<file path="src/design/gsa_pkg.sv">
`timescale 1ns / 1ps
// ----------------------------------------------------------------------------
// Generational slot allocator package
// Field widths and action codes shared by the allocator and its users.
// ----------------------------------------------------------------------------
package gsa_pkg;

    localparam int ACTION_W = 2;
    localparam int HANDLE_W = 32;
    localparam int NUM_W    = 6;
    localparam int OFFSET_W = 38;
    localparam int COUNT_W  = 7;
    localparam int CFG_W    = 32;

    typedef logic [ACTION_W-1:0] action_t;

    localparam action_t ACT_ALLOC   = 2'd0;
    localparam action_t ACT_RELEASE = 2'd1;
    localparam action_t ACT_CHECK   = 2'd2;
    localparam action_t ACT_NOP     = 2'd3;

endpackage

</file>
<file path="src/design/generational_slot_allocator_unit.sv">
`timescale 1ns / 1ps
// ----------------------------------------------------------------------------
// Generational slot allocator
// Pool of fixed slots handed out as handles of an index and a generation.
// ----------------------------------------------------------------------------
// Usage: one request word enters on the s_ channel (action, handle index,
// handle generation) and exactly one result word leaves on the m_ channel.
// Allocate pops the free stack, release retires a valid handle and bumps the
// slot generation (skipping zero), check validates a handle and returns the
// byte offset index * slot_bytes. The cfg_ channel writes slot_bytes; it is
// always ready and is meant to be written while no request is in flight.
// A release, check or no-op word passes from acceptance through the finish
// state into the output register; the next word is accepted once the state
// machine is back in idle. An allocate passes the lookup state first, as the
// generation lookup can only start once the free-stack read has returned the
// slot. The pacing is set by the single read port of the generation memory,
// which is read, then written back when the result is produced.
// After reset the free stack and generation table behave as freshly cleared
// without a clearing pass: a low-water mark of the stack depth tells which
// stack entries and which slots have ever been written.
// When the receiver stalls, the finished word waits in the output register;
// one further request is taken and held at its write-back until the output
// register frees, so no state changes before its result can be delivered.
// ----------------------------------------------------------------------------
module generational_slot_allocator_unit #(
    parameter int SLOTS    = 64,
    parameter int GEN_BITS = 32
) (
    input  logic                              aclk,
    input  logic                              aresetn,
    // configuration write channel
    input  logic                              cfg_valid,
    output logic                              cfg_ready,
    input  logic [gsa_pkg::CFG_W-1:0]         cfg_wdata,
    // request channel
    input  logic                              s_valid,
    output logic                              s_ready,
    input  gsa_pkg::action_t                  s_action,
    input  logic [gsa_pkg::HANDLE_W-1:0]      s_handle_index,
    input  logic [gsa_pkg::HANDLE_W-1:0]      s_handle_generation,
    // result channel
    output logic                              m_valid,
    input  logic                              m_ready,
    output logic                              m_success,
    output logic [gsa_pkg::NUM_W-1:0]         m_slot_number,
    output logic [gsa_pkg::HANDLE_W-1:0]      m_slot_generation,
    output logic [gsa_pkg::OFFSET_W-1:0]      m_slot_offset,
    output logic [gsa_pkg::COUNT_W-1:0]       m_free_slots_left,
    output logic [gsa_pkg::COUNT_W-1:0]       m_slots_occupied
);

    import gsa_pkg::*;

    localparam int IDX_W  = (SLOTS > 1) ? $clog2(SLOTS) : 1;
    localparam int CNT_W  = $clog2(SLOTS + 1);
    localparam int SUM_W  = CNT_W + 1;
    localparam int PROD_W = IDX_W + CFG_W;

    typedef enum logic [1:0] {
        S_IDLE,
        S_LOOKUP,
        S_FINISH
    } state_t;

    // Control state.
    state_t                state_reg;
    logic [CNT_W-1:0]      free_depth_reg;
    logic [CNT_W-1:0]      occ_total_reg;
    // Lowest stack depth ever reached: stack positions below it were never
    // written, and slots numbered SLOTS - min_depth or above were never used.
    logic [CNT_W-1:0]      min_depth_reg;
    logic                  out_valid_reg;
    logic [CFG_W-1:0]      slot_bytes_reg;

    // Request held while it is worked on.
    action_t               act_reg;
    logic [IDX_W-1:0]      slot_reg;
    logic [HANDLE_W-1:0]   hgen_reg;
    logic                  in_range_reg;
    logic                  pop_fresh_reg;

    // Result register.
    logic                  out_success_reg;
    logic [NUM_W-1:0]      out_number_reg;
    logic [HANDLE_W-1:0]   out_gen_reg;
    logic [OFFSET_W-1:0]   out_offset_reg;
    logic [COUNT_W-1:0]    out_free_reg;
    logic [COUNT_W-1:0]    out_occ_reg;

    // Memories: generation table entries carry the occupied flag on top.
    logic [GEN_BITS:0]     gen_mem [SLOTS];
    logic [GEN_BITS:0]     gen_rdata_reg;
    logic [IDX_W-1:0]      stack_mem [SLOTS];
    logic [IDX_W-1:0]      stk_rdata_reg;

    // Combinational signals.
    logic                  accept;
    logic                  fin_go;
    logic [IDX_W-1:0]      pop_pos;
    logic [IDX_W-1:0]      popped_slot;
    logic                  gen_re;
    logic [IDX_W-1:0]      gen_raddr;
    logic                  gen_we;
    logic [GEN_BITS:0]     gen_wdata;
    logic                  stk_we;
    logic                  entry_valid;
    logic                  cur_occ;
    logic [GEN_BITS-1:0]   cur_gen;
    logic [GEN_BITS-1:0]   bumped_gen;
    logic                  handle_hit;
    logic [PROD_W-1:0]     product;
    logic                  res_success;
    logic [HANDLE_W-1:0]   res_gen;
    logic [OFFSET_W-1:0]   res_offset;
    logic [CNT_W-1:0]      free_depth_next;
    logic [CNT_W-1:0]      occ_total_next;
    logic [CNT_W-1:0]      min_depth_next;

    assign cfg_ready = 1'b1;
    assign s_ready   = (state_reg == S_IDLE);
    assign accept    = s_valid && s_ready;
    assign fin_go    = (state_reg == S_FINISH) && (!out_valid_reg || m_ready);

    // The top of the stack sits at depth - 1; a position under the low-water
    // mark still holds its reset contents, slot SLOTS - 1 - position.
    assign pop_pos     = IDX_W'(free_depth_reg - 1'b1);
    assign popped_slot = pop_fresh_reg ? (IDX_W'(SLOTS - 1) - pop_pos) : stk_rdata_reg;

    // One read port on the generation table: the handle index on accept, the
    // popped slot in the lookup step of an allocate.
    assign gen_re    = accept || (state_reg == S_LOOKUP);
    assign gen_raddr = (state_reg == S_LOOKUP) ? popped_slot : IDX_W'(s_handle_index);

    always_comb begin
        entry_valid = (SUM_W'(slot_reg) + SUM_W'(min_depth_reg)) < SUM_W'(SLOTS);
        cur_occ     = entry_valid && gen_rdata_reg[GEN_BITS];
        cur_gen     = entry_valid ? gen_rdata_reg[GEN_BITS-1:0] : '0;
        bumped_gen  = cur_gen + 1'b1;
        if (bumped_gen == '0) begin
            bumped_gen = GEN_BITS'(1);
        end
        handle_hit  = in_range_reg && cur_occ && (HANDLE_W'(cur_gen) == hgen_reg);
        product     = PROD_W'(slot_reg) * PROD_W'(slot_bytes_reg);

        res_success     = 1'b0;
        res_gen         = '0;
        res_offset      = '0;
        gen_we          = 1'b0;
        gen_wdata       = {1'b1, cur_gen};
        stk_we          = 1'b0;
        free_depth_next = free_depth_reg;
        occ_total_next  = occ_total_reg;
        min_depth_next  = min_depth_reg;

        case (act_reg)
            ACT_ALLOC: begin
                if (free_depth_reg != '0) begin
                    res_success     = 1'b1;
                    res_gen         = HANDLE_W'(cur_gen);
                    gen_we          = fin_go;
                    gen_wdata       = {1'b1, cur_gen};
                    free_depth_next = free_depth_reg - 1'b1;
                    occ_total_next  = occ_total_reg + 1'b1;
                    if (free_depth_next < min_depth_reg) begin
                        min_depth_next = free_depth_next;
                    end
                end
            end
            ACT_RELEASE: begin
                if (handle_hit) begin
                    res_success = 1'b1;
                    res_gen     = HANDLE_W'(bumped_gen);
                    gen_we      = fin_go;
                    gen_wdata   = {1'b0, bumped_gen};
                    if (free_depth_reg < CNT_W'(SLOTS)) begin
                        stk_we          = fin_go;
                        free_depth_next = free_depth_reg + 1'b1;
                    end
                    if (occ_total_reg != '0) begin
                        occ_total_next = occ_total_reg - 1'b1;
                    end
                end
            end
            ACT_CHECK: begin
                if (handle_hit) begin
                    res_success = 1'b1;
                    res_gen     = HANDLE_W'(cur_gen);
                    res_offset  = OFFSET_W'(product);
                end
            end
            default: begin
            end
        endcase
    end

    always_ff @(posedge aclk) begin
        if (gen_we) begin
            gen_mem[slot_reg] <= gen_wdata;
        end
        if (gen_re) begin
            gen_rdata_reg <= gen_mem[gen_raddr];
        end
    end

    always_ff @(posedge aclk) begin
        if (stk_we) begin
            stack_mem[IDX_W'(free_depth_reg)] <= slot_reg;
        end
        if (accept) begin
            stk_rdata_reg <= stack_mem[pop_pos];
        end
    end

    always_ff @(posedge aclk) begin
        if (!aresetn) begin
            state_reg      <= S_IDLE;
            free_depth_reg <= CNT_W'(SLOTS);
            occ_total_reg  <= '0;
            min_depth_reg  <= CNT_W'(SLOTS);
            out_valid_reg  <= 1'b0;
            slot_bytes_reg <= '0;
        end else begin
            if (cfg_valid) begin
                slot_bytes_reg <= cfg_wdata;
            end
            // A finishing request refills the output register in the same
            // cycle that the receiver takes the previous word.
            if (fin_go) begin
                out_valid_reg <= 1'b1;
            end else if (m_ready) begin
                out_valid_reg <= 1'b0;
            end
            case (state_reg)
                S_IDLE: begin
                    if (accept) begin
                        act_reg       <= s_action;
                        slot_reg      <= IDX_W'(s_handle_index);
                        hgen_reg      <= s_handle_generation;
                        in_range_reg  <= s_handle_index < HANDLE_W'(SLOTS);
                        pop_fresh_reg <= free_depth_reg <= min_depth_reg;
                        state_reg     <= (s_action == ACT_ALLOC) ? S_LOOKUP : S_FINISH;
                    end
                end
                S_LOOKUP: begin
                    slot_reg  <= popped_slot;
                    state_reg <= S_FINISH;
                end
                S_FINISH: begin
                    if (fin_go) begin
                        free_depth_reg  <= free_depth_next;
                        occ_total_reg   <= occ_total_next;
                        min_depth_reg   <= min_depth_next;
                        out_success_reg <= res_success;
                        out_number_reg  <= res_success ? NUM_W'(slot_reg) : '0;
                        out_gen_reg     <= res_gen;
                        out_offset_reg  <= res_offset;
                        out_free_reg    <= COUNT_W'(free_depth_next);
                        out_occ_reg     <= COUNT_W'(occ_total_next);
                        state_reg       <= S_IDLE;
                    end
                end
                default: begin
                    state_reg <= S_IDLE;
                end
            endcase
        end
    end

    assign m_valid           = out_valid_reg;
    assign m_success         = out_success_reg;
    assign m_slot_number     = out_number_reg;
    assign m_slot_generation = out_gen_reg;
    assign m_slot_offset     = out_offset_reg;
    assign m_free_slots_left = out_free_reg;
    assign m_slots_occupied  = out_occ_reg;

    // Every slot is either on the free stack or occupied.
    assert property (@(posedge aclk) disable iff (!aresetn)
        (SUM_W'(free_depth_reg) + SUM_W'(occ_total_reg)) == SUM_W'(SLOTS))
        else $error("free depth and occupied count do not add up to the pool size");

    // The low-water mark never lies above the current depth.
    assert property (@(posedge aclk) disable iff (!aresetn)
        min_depth_reg <= free_depth_reg)
        else $error("stack low-water mark above current depth");

    // A finished request always shows up as a pending result word.
    assert property (@(posedge aclk) disable iff (!aresetn)
        fin_go |=> out_valid_reg)
        else $error("result word lost after write-back");

    // A release never writes generation zero back.
    assert property (@(posedge aclk) disable iff (!aresetn)
        (gen_we && (act_reg == ACT_RELEASE)) |-> (gen_wdata[GEN_BITS-1:0] != '0))
        else $error("released slot got generation zero");

endmodule

</file>
<file path="config.mk">
export PLATFORM = sky130hd
export DESIGN_NAME = generational_slot_allocator_unit
export DESIGN_NICKNAME = d
export VERILOG_FILES = /design/src/design/gsa_pkg.sv /design/src/design/generational_slot_allocator_unit.sv
export SDC_FILE = /design/constraint.sdc
export NUM_CORES = 2
export LEC_CHECK = 0
export BUFFER_PORTS_ARGS = -buffer_cell sky130_fd_sc_hd__buf_2
export CAP_MARGIN = 0
export CORE_UTILIZATION = 55
export DETAILED_ROUTE_END_ITERATION = 7
export GPL_TIMING_DRIVEN = 0
export PLACE_DENSITY_LB_ADDON = 0.15
export SYNTH_ARGS = -nofsm -noshare
export SYNTH_HDL_FRONTEND = slang
export SYNTH_SLANG_ARGS = --single-unit
export TNS_END_PERCENT = 30
</file>
<file path="constraint.sdc">
create_clock -name aclk -period 22.5 [get_ports aclk]
set_input_delay 4.5 -clock aclk [delete_from_list [all_inputs] [get_ports aclk]]
set_output_delay 4.5 -clock aclk [all_outputs]
set_load 0.005 [all_outputs]
</file>
# After elaboration in Yosys (flattened, before gate mapping)
# Memories as Yosys holds them, arrays and structs flattened. A register that Yosys moved wholly into a read port is not among the register bits.
# Cells that the tools add are included.
[classes]
add_sub_neg = 7
mul = 1
n_lt_le_gt_ge = 5
eq_ne = 7
mux = 39
reduce_logical = 24
[op_table]
columns = ["operator", "count"]
rows = [
  ["2-to-1 mux 32 bit", 5],
  ["case mux 32 bit (3 select lines)", 1],
  ["2-to-1 mux 33 bit", 2],
  ["2-to-1 mux 7 bit", 6],
  ["multiplier 6 x 32 -> 38 bit", 1],
  ["adder 32 x 1 -> 32 bit (second input constant)", 1],
  ["== test 32 bit", 1],
  ["logical NOT 32 bit", 1],
  ["less-than comparator 32 x 7 -> 1 bit (second input constant)", 1],
  ["case mux 7 bit (2 select lines)", 2],
  ["2-to-1 mux 6 bit", 3],
  ["adder 7 x 1 -> 7 bit (second input constant)", 2],
  ["nonzero test 7 bit", 2],
  ["subtractor 7 x 1 -> 7 bit (second input constant)", 2],
  ["2-to-1 mux 1 bit", 13],
  ["case mux 6 bit (2 select lines)", 1],
  ["AND reduction 3 bit", 3],
  ["adder 6 x 7 -> 8 bit", 1],
  ["less-than comparator 8 x 7 -> 1 bit (second input constant)", 1],
  ["less-or-equal comparator 7 bit", 1],
  ["less-than comparator 7 bit", 1],
  ["less-than comparator 7 bit (second input constant)", 1],
  ["logical NOT 2 bit", 3],
  ["2-to-1 mux 2 bit", 3],
  ["other kinds (14)", 25],
]
[totals]
regBits = 189
mem_bits_rw = 2496
input_bits = 103
out_inout_bits = 94
n_memories = 2
[memory_table]
columns = ["name", "depth", "word_bits", "rd", "rd_ports_with_merged_regs", "wr", "line_no", "source"]
rows = [
  ["gen_mem", 64, 33, 1, 1, 1, "generational_slot_allocator_unit.sv:91", "logic [GEN_BITS:0] gen_mem [SLOTS];"],
  ["stack_mem", 64, 6, 1, 1, 1, "generational_slot_allocator_unit.sv:93", "logic [IDX_W-1:0] stack_mem [SLOTS];"],
]

# Logic depth before layout (Yosys ltp)
[depth]
depth_word = 9
mapped_depth = 21

# Worst setup path before layout
# Ideal clock, no wire load.
[synth_timing]
kind = "register -> register"
from = "reg slot_reg[4]"
to = "mem gen_mem[0][0] (netlist name) (data pin)"
setup_time_ns = 0.702
arrival_time_ns = 7.013
path_slack_ns = 14.786
stages_incl_launch_ff = 17
cell_sequence = "edfxtp_1 > ha_1 > a21o_1 > a21oi_1 > and3_1 > ha_1 > and2_1 > buf_2 > nand3_1 > or4_4 > mux2_1 > o2111ai_1 > or4_1 > nor3_2 > buf_4 > nor2b_1 > o21ai_0"
[synth_between]
elab_chain_cells = 8
word_cells_on_any_way = 12
classes_between = "add/sub (2); order compare (1); eq/ne (1); mux (4); reduce/logical (4)"
[synth_lines]
columns = ["item", "line_no", "source"]
rows = [
  ["start: declaration", "generational_slot_allocator_unit.sv:77", "logic [IDX_W-1:0] slot_reg;"],
  ["start signal: assignment", "generational_slot_allocator_unit.sv:237", "slot_reg <= IDX_W'(s_handle_index);"],
  ["start signal: assignment", "generational_slot_allocator_unit.sv:245", "slot_reg <= popped_slot;"],
  ["adder 6 x 7 -> 8 bit (*)", "generational_slot_allocator_unit.sv:135", "entry_valid = (SUM_W'(slot_reg) + SUM_W'(min_depth_reg)) < SUM_W'(SLOTS);"],
  ["less-than comparator 8 x 7 -> 1 bit (*)", "generational_slot_allocator_unit.sv:135", ""],
  ["2-to-1 mux 32 bit", "generational_slot_allocator_unit.sv:137", "cur_gen = entry_valid ? gen_rdata_reg[GEN_BITS-1:0] : '0;"],
  ["adder 32 x 1 -> 32 bit", "generational_slot_allocator_unit.sv:138", "bumped_gen = cur_gen + 1'b1;"],
  ["logical NOT 32 bit", "generational_slot_allocator_unit.sv:139", "if (bumped_gen == '0) begin"],
  ["2-to-1 mux 32 bit", "generational_slot_allocator_unit.sv:139", ""],
  ["2-to-1 mux 33 bit", "generational_slot_allocator_unit.sv:170", "if (handle_hit) begin"],
  ["2-to-1 mux 33 bit (*)", "-", ""],
  ["net gen_wdata[0]", "generational_slot_allocator_unit.sv:104", "logic [GEN_BITS:0] gen_wdata;"],
  ["end: declaration", "generational_slot_allocator_unit.sv:91", ""],
]
# Mark *: on every way through the listed nets, which the timed path passes. The rest lies on a longest branch.

# Final worst setup path
[layout_timing]
from = "reg free_depth_reg[0]"
to = "reg gen_rdata_reg[7] (read register of gen_mem) (data pin)"
[layout_between]
elab_chain_cells = 4
[layout_lines]
columns = ["item", "line_no", "source"]
rows = [
  ["start: declaration", "generational_slot_allocator_unit.sv:67", "logic [CNT_W-1:0] free_depth_reg;"],
  ["start signal: assignment", "generational_slot_allocator_unit.sv:217", "free_depth_reg <= CNT_W'(SLOTS);"],
  ["start signal: assignment", "generational_slot_allocator_unit.sv:250", "free_depth_reg <= free_depth_next;"],
  ["subtractor 7 x 1 -> 7 bit", "-", ""],
  ["net pop_pos[0]", "generational_slot_allocator_unit.sv:99", "logic [IDX_W-1:0] pop_pos;"],
  ["subtractor 6 bit", "generational_slot_allocator_unit.sv:127", "assign popped_slot = pop_fresh_reg ? (IDX_W'(SLOTS - 1) - pop_pos) : stk_rdata_reg;"],
  ["2-to-1 mux 6 bit", "generational_slot_allocator_unit.sv:127", ""],
  ["2-to-1 mux 6 bit", "generational_slot_allocator_unit.sv:132", "assign gen_raddr = (state_reg == S_LOOKUP) ? popped_slot : IDX_W'(s_handle_index);"],
  ["end: declaration", "generational_slot_allocator_unit.sv:92", "logic [GEN_BITS:0] gen_rdata_reg;"],
]
# The timed path passes the listed nets, and every way through them passes these cells.
# A chain may end at the register's enable or synchronous reset.

==> metrics list <==
* TNS Setup: 0 ns
- Reported max-cap violation count: 1
- Setup bufs post-CTS: 0
- Measured along the y axis, the die boundary spans 456 µm.
- Most used standard cell by instance count after synthesis: sky130_fd_sc_hd__edfxtp_1
- sky130_fd_sc_hd__edfxtp_1 takes more of the synthesized area than any other cell.
- Post-cts resize count: 0
* CTS H-Tree Depth: 5
- Leak: 43.3 nW
- Once placement completed, the tool counted placed cells totaling 9074.
- Main synth FF type: sky130_fd_sc_hd__edfxtp_1
- Final Max Tran Viols: 6
- Synthesis produced a netlist with a net count of approximately 6300.
- Register area share after synthesis: around 72%
- Based on the critical path, the design can be clocked at up to between 0.1 and 0.15 GHz.
* Final count of negative-setup-slack endpoints: 0
- Summed over its instances, the top area cell type makes up between 70% and 80% of the synthesized netlist area.
* Routed wire length: 299000 µm
- Total overflow reported by the global router: 0
- Number of ports placed on the die boundary: ~200
- TritonCTS built the clock tree.
- Net count reported at finish: about 7000
- Headroom to the max-slew limit came out at -0.646%.
- The run finished, with violations left.
- Type of element launching the critical path: register
- In the final routed layout, each cell accounts on average for approximately 31 µm.
- VDD sags by at most just under 90 µV.
- Summing every instance area after synthesis gives around 110000 µm².
- TritonCTS buffer count: 295
- STA classifies the critical path endpoint as a register.
- Hold-fix buffers, CTS: 0
- Counting instances in the post-synthesis netlist gives the leading cell types as 2668 x sky130_fd_sc_hd__edfxtp_1, 648 x sky130_fd_sc_hd__mux4_2, 345 x sky130_fd_sc_hd__nand2_1.
- Min Clock Period, post-route: between 9 and 10 ns
- The hold violation total from the final report is 0.
- Using the TritonRoute via totals, the vias-per-cell ratio works out to approximately 6.4.
- Clock tree synthesis found a total of between 2000 and 3000 sinks.
- Starting utilization of the core area: between 50 and 60%
- Yosys synthesis warning count: 0
* Antenna Violating Nets Remaining: 0
* Port-buffer cells: slightly below 200
- Routability-driven placement finished with a final weighted congestion of 0.935.
- The first global-routing pass estimated between 400000 and 500000 µm of wire.
- The area growth from synthesis to layout is 15.3%.
* Half-perimeter wire length after detailed placement: approximately 210000 µm
* Largest buffer count on any clock path: 4
- In the final layout, the share of cells above drive strength 1 is between 20% and 30%.
- The register with the most flip-flops in the final layout is gen_mem.
- The total area inside the core boundary comes to a little over 200000 µm².
- Number of synthesized register bits: ~2700
- Setup repair after global routing left no endpoint under its margin.
- In this run the core area contains 166 standard-cell rows.
- After detailed routing, the number of remaining DRC violations is 0.
- The number of global-route vias before repair is a little over 60000.
* Arrival time at the worst endpoint: 9.94 ns
* Horizontal die dimension: between 400 and 500 µm
* Largest net degree at the start of global routing: 74
* Top cells by area in the synthesized netlist: sky130_fd_sc_hd__edfxtp_1 71%, sky130_fd_sc_hd__mux4_2 13%, sky130_fd_sc_hd__fa_1 2.1%
* Clock-pin slew reported for the worst setup and hold paths after clock tree synthesis: 0.06 ns
* P per Cell Area: 83.4 nW/µm²
- Max FFs per register: 2112
- The root buffer cell chosen for the clock tree is sky130_fd_sc_hd__clkbuf_16.
* Overall fraction of global-route tracks in use: a little under 30%
- Violations in the final reports: max-capacitance violations, max-slew violations
* Layout Cell Area excl Fill: 131000 µm²
- Between clock sinks in the finished design, the worst skew comes to approximately 0.083 ns.
- The setup path with the least slack is of type reg -> reg.
- Initial DRC count: a little over 7000
- Final cell count without fillers: 9586
- The min-delay analysis places its worst path in the category reg -> reg.
- Total die area: just over 200000 µm²
- Least-Margin Pin Slew: between 1.5 and 2 ns
- Share of the clock period used by the worst path: between 40% and 50%
- A synthesized cell averages about 19 µm².
- The completed layout was analyzed and its total power is between 0.01 and 0.015 W.
- Before antenna repair, the detailed router went through 6 iterations.
- For the worst setup path, the data required time is between 20 and 25 ns.
- Antenna violations before repair: 15
- CP Max Fanout: 11
* Async set or reset register ratio after synthesis: 0%
* Clock latency of the later-clocked register in the worst-skew pair: around 0.94 ns
- Number of library cell types mapped by synthesis: 85
- Synthesis handed over a netlist of around 6000 instances.
* Via total after detailed routing: slightly above 60000
- After detailed placement, the total cell area comes to 122000 µm².
- Number of flops mapped to enable cells by yosys: ~2700
path summary, 6_finish.rpt:
check | depth (start not counted) | slack (ns) | startpoint | endpoint
max reg2reg | 17 | 13.15 | free_depth_reg[0]$_SDFFE_PN0P_ | gen_rdata_reg[7]$_DFFE_PP_
min reg2reg | 2 | 0.53 | min_depth_reg[2]$_SDFFE_PN0P_ | min_depth_reg[2]$_SDFFE_PN0P_
min | 2 | 0.53 | min_depth_reg[2]$_SDFFE_PN0P_ | min_depth_reg[2]$_SDFFE_PN0P_
max | 17 | 13.15 | free_depth_reg[0]$_SDFFE_PN0P_ | gen_rdata_reg[7]$_DFFE_PP_
through the flow:
step	hold WS, ns	util, %	setup slack, ns
global placement	0.513	57.5	8.78
detailed placement	0.519	59.5	12.28
global route	0.562	63.8	12.94
finish	0.533	63.8	13.15
floorplan	0.475	-	14.79
CTS	0.529	63.8	13.15
cells by family (layout without fill, tap and decap cells):
family	Yosys count	in the layout	synth area share, %
flops	2724	2724	71.7
xor+xnor	81	81	0.643
buf+inv	506	1350	1.80
mux	879	879	14.9
fa+ha+maj	196	196	2.97
simple gates	1050	1050	4.42
compound gates	605	605	3.48
other cells	1	13	0.00331
routing by layer:
metal  vias up  track usage (%)  wire length [µm]
li1      25600                -                 -
met1     32000             40.2            118000
met2      2848             45.5            142000
met3       572             5.31             24600
met4         4             12.1             13600
met5         -                0                21
critical path, stage by stage (launching register included):
cell	delay [ns]
sky130_fd_sc_hd__dfxtp_1	0.40
sky130_fd_sc_hd__clkbuf_1	0.27
sky130_fd_sc_hd__buf_1	0.71
sky130_fd_sc_hd__clkbuf_1	0.55
sky130_fd_sc_hd__inv_1	0.32
sky130_fd_sc_hd__ha_1	0.37
sky130_fd_sc_hd__clkbuf_1	0.61
sky130_fd_sc_hd__mux2i_1	0.20
sky130_fd_sc_hd__o21ai_2	0.67
sky130_fd_sc_hd__buf_16	0.23
sky130_fd_sc_hd__clkbuf_2	0.61
sky130_fd_sc_hd__clkbuf_1	1.08
sky130_fd_sc_hd__clkbuf_1	0.57
sky130_fd_sc_hd__mux4_2	0.41
sky130_fd_sc_hd__mux2i_1	0.54
sky130_fd_sc_hd__nand2_1	0.13
sky130_fd_sc_hd__a311oi_1	1.05
sky130_fd_sc_hd__a21oi_1	0.25
cells in the final DEF (no fill, tap or decap), types with 39 or more instances in the layout:
master                      instances
sky130_fd_sc_hd__edfxtp_1        2668
sky130_fd_sc_hd__mux4_2           648
sky130_fd_sc_hd__nand2_1          345
sky130_fd_sc_hd__clkbuf_16        304
sky130_fd_sc_hd__clkbuf_1         286
sky130_fd_sc_hd__buf_2            252
sky130_fd_sc_hd__mux2i_1          225
sky130_fd_sc_hd__nor2_1           211
sky130_fd_sc_hd__a21oi_1          190
sky130_fd_sc_hd__a211oi_1         184
sky130_fd_sc_hd__inv_1            140
sky130_fd_sc_hd__and2_1           134
sky130_fd_sc_hd__fa_1             121
sky130_fd_sc_hd__ha_1              75
sky130_fd_sc_hd__buf_12            72
sky130_fd_sc_hd__nor2_4            70
sky130_fd_sc_hd__o21ai_0           69
sky130_fd_sc_hd__buf_1             64
sky130_fd_sc_hd__clkinv_1          59
sky130_fd_sc_hd__dfxtp_1           56
sky130_fd_sc_hd__buf_16            53
sky130_fd_sc_hd__nand3_1           52
sky130_fd_sc_hd__clkinv_2          46
sky130_fd_sc_hd__xnor2_1           45
sky130_fd_sc_hd__nor3_1            39
final cells by class:
| type | instances | area [µm²] |
|---|---|---|
| Sequential cell | 2724 | 81200 |
| Fill cell | 13800 | 74100 |
| Multi-Input combinational cell | 2812 | 30800 |
| Clock buffer | 372 | 7920 |
| Timing Repair Buffer | 344 | 4190 |
| Tap cell | 2688 | 3360 |
| Buffer | 363 | 1510 |
| Clock inverter | 128 | 868 |
| Inverter | 143 | 539 |
| Antenna cell | 12 | 30.0 |
power by group:
group / internal (W) / switching (W)
Combinational: 0.000307 / 0.000511
Clock: 0.00259 / 0.00190
Sequential: 0.00555 / 0.0000235
Total: 0.00845 / 0.00243
(Power assumes the default switching activity.)
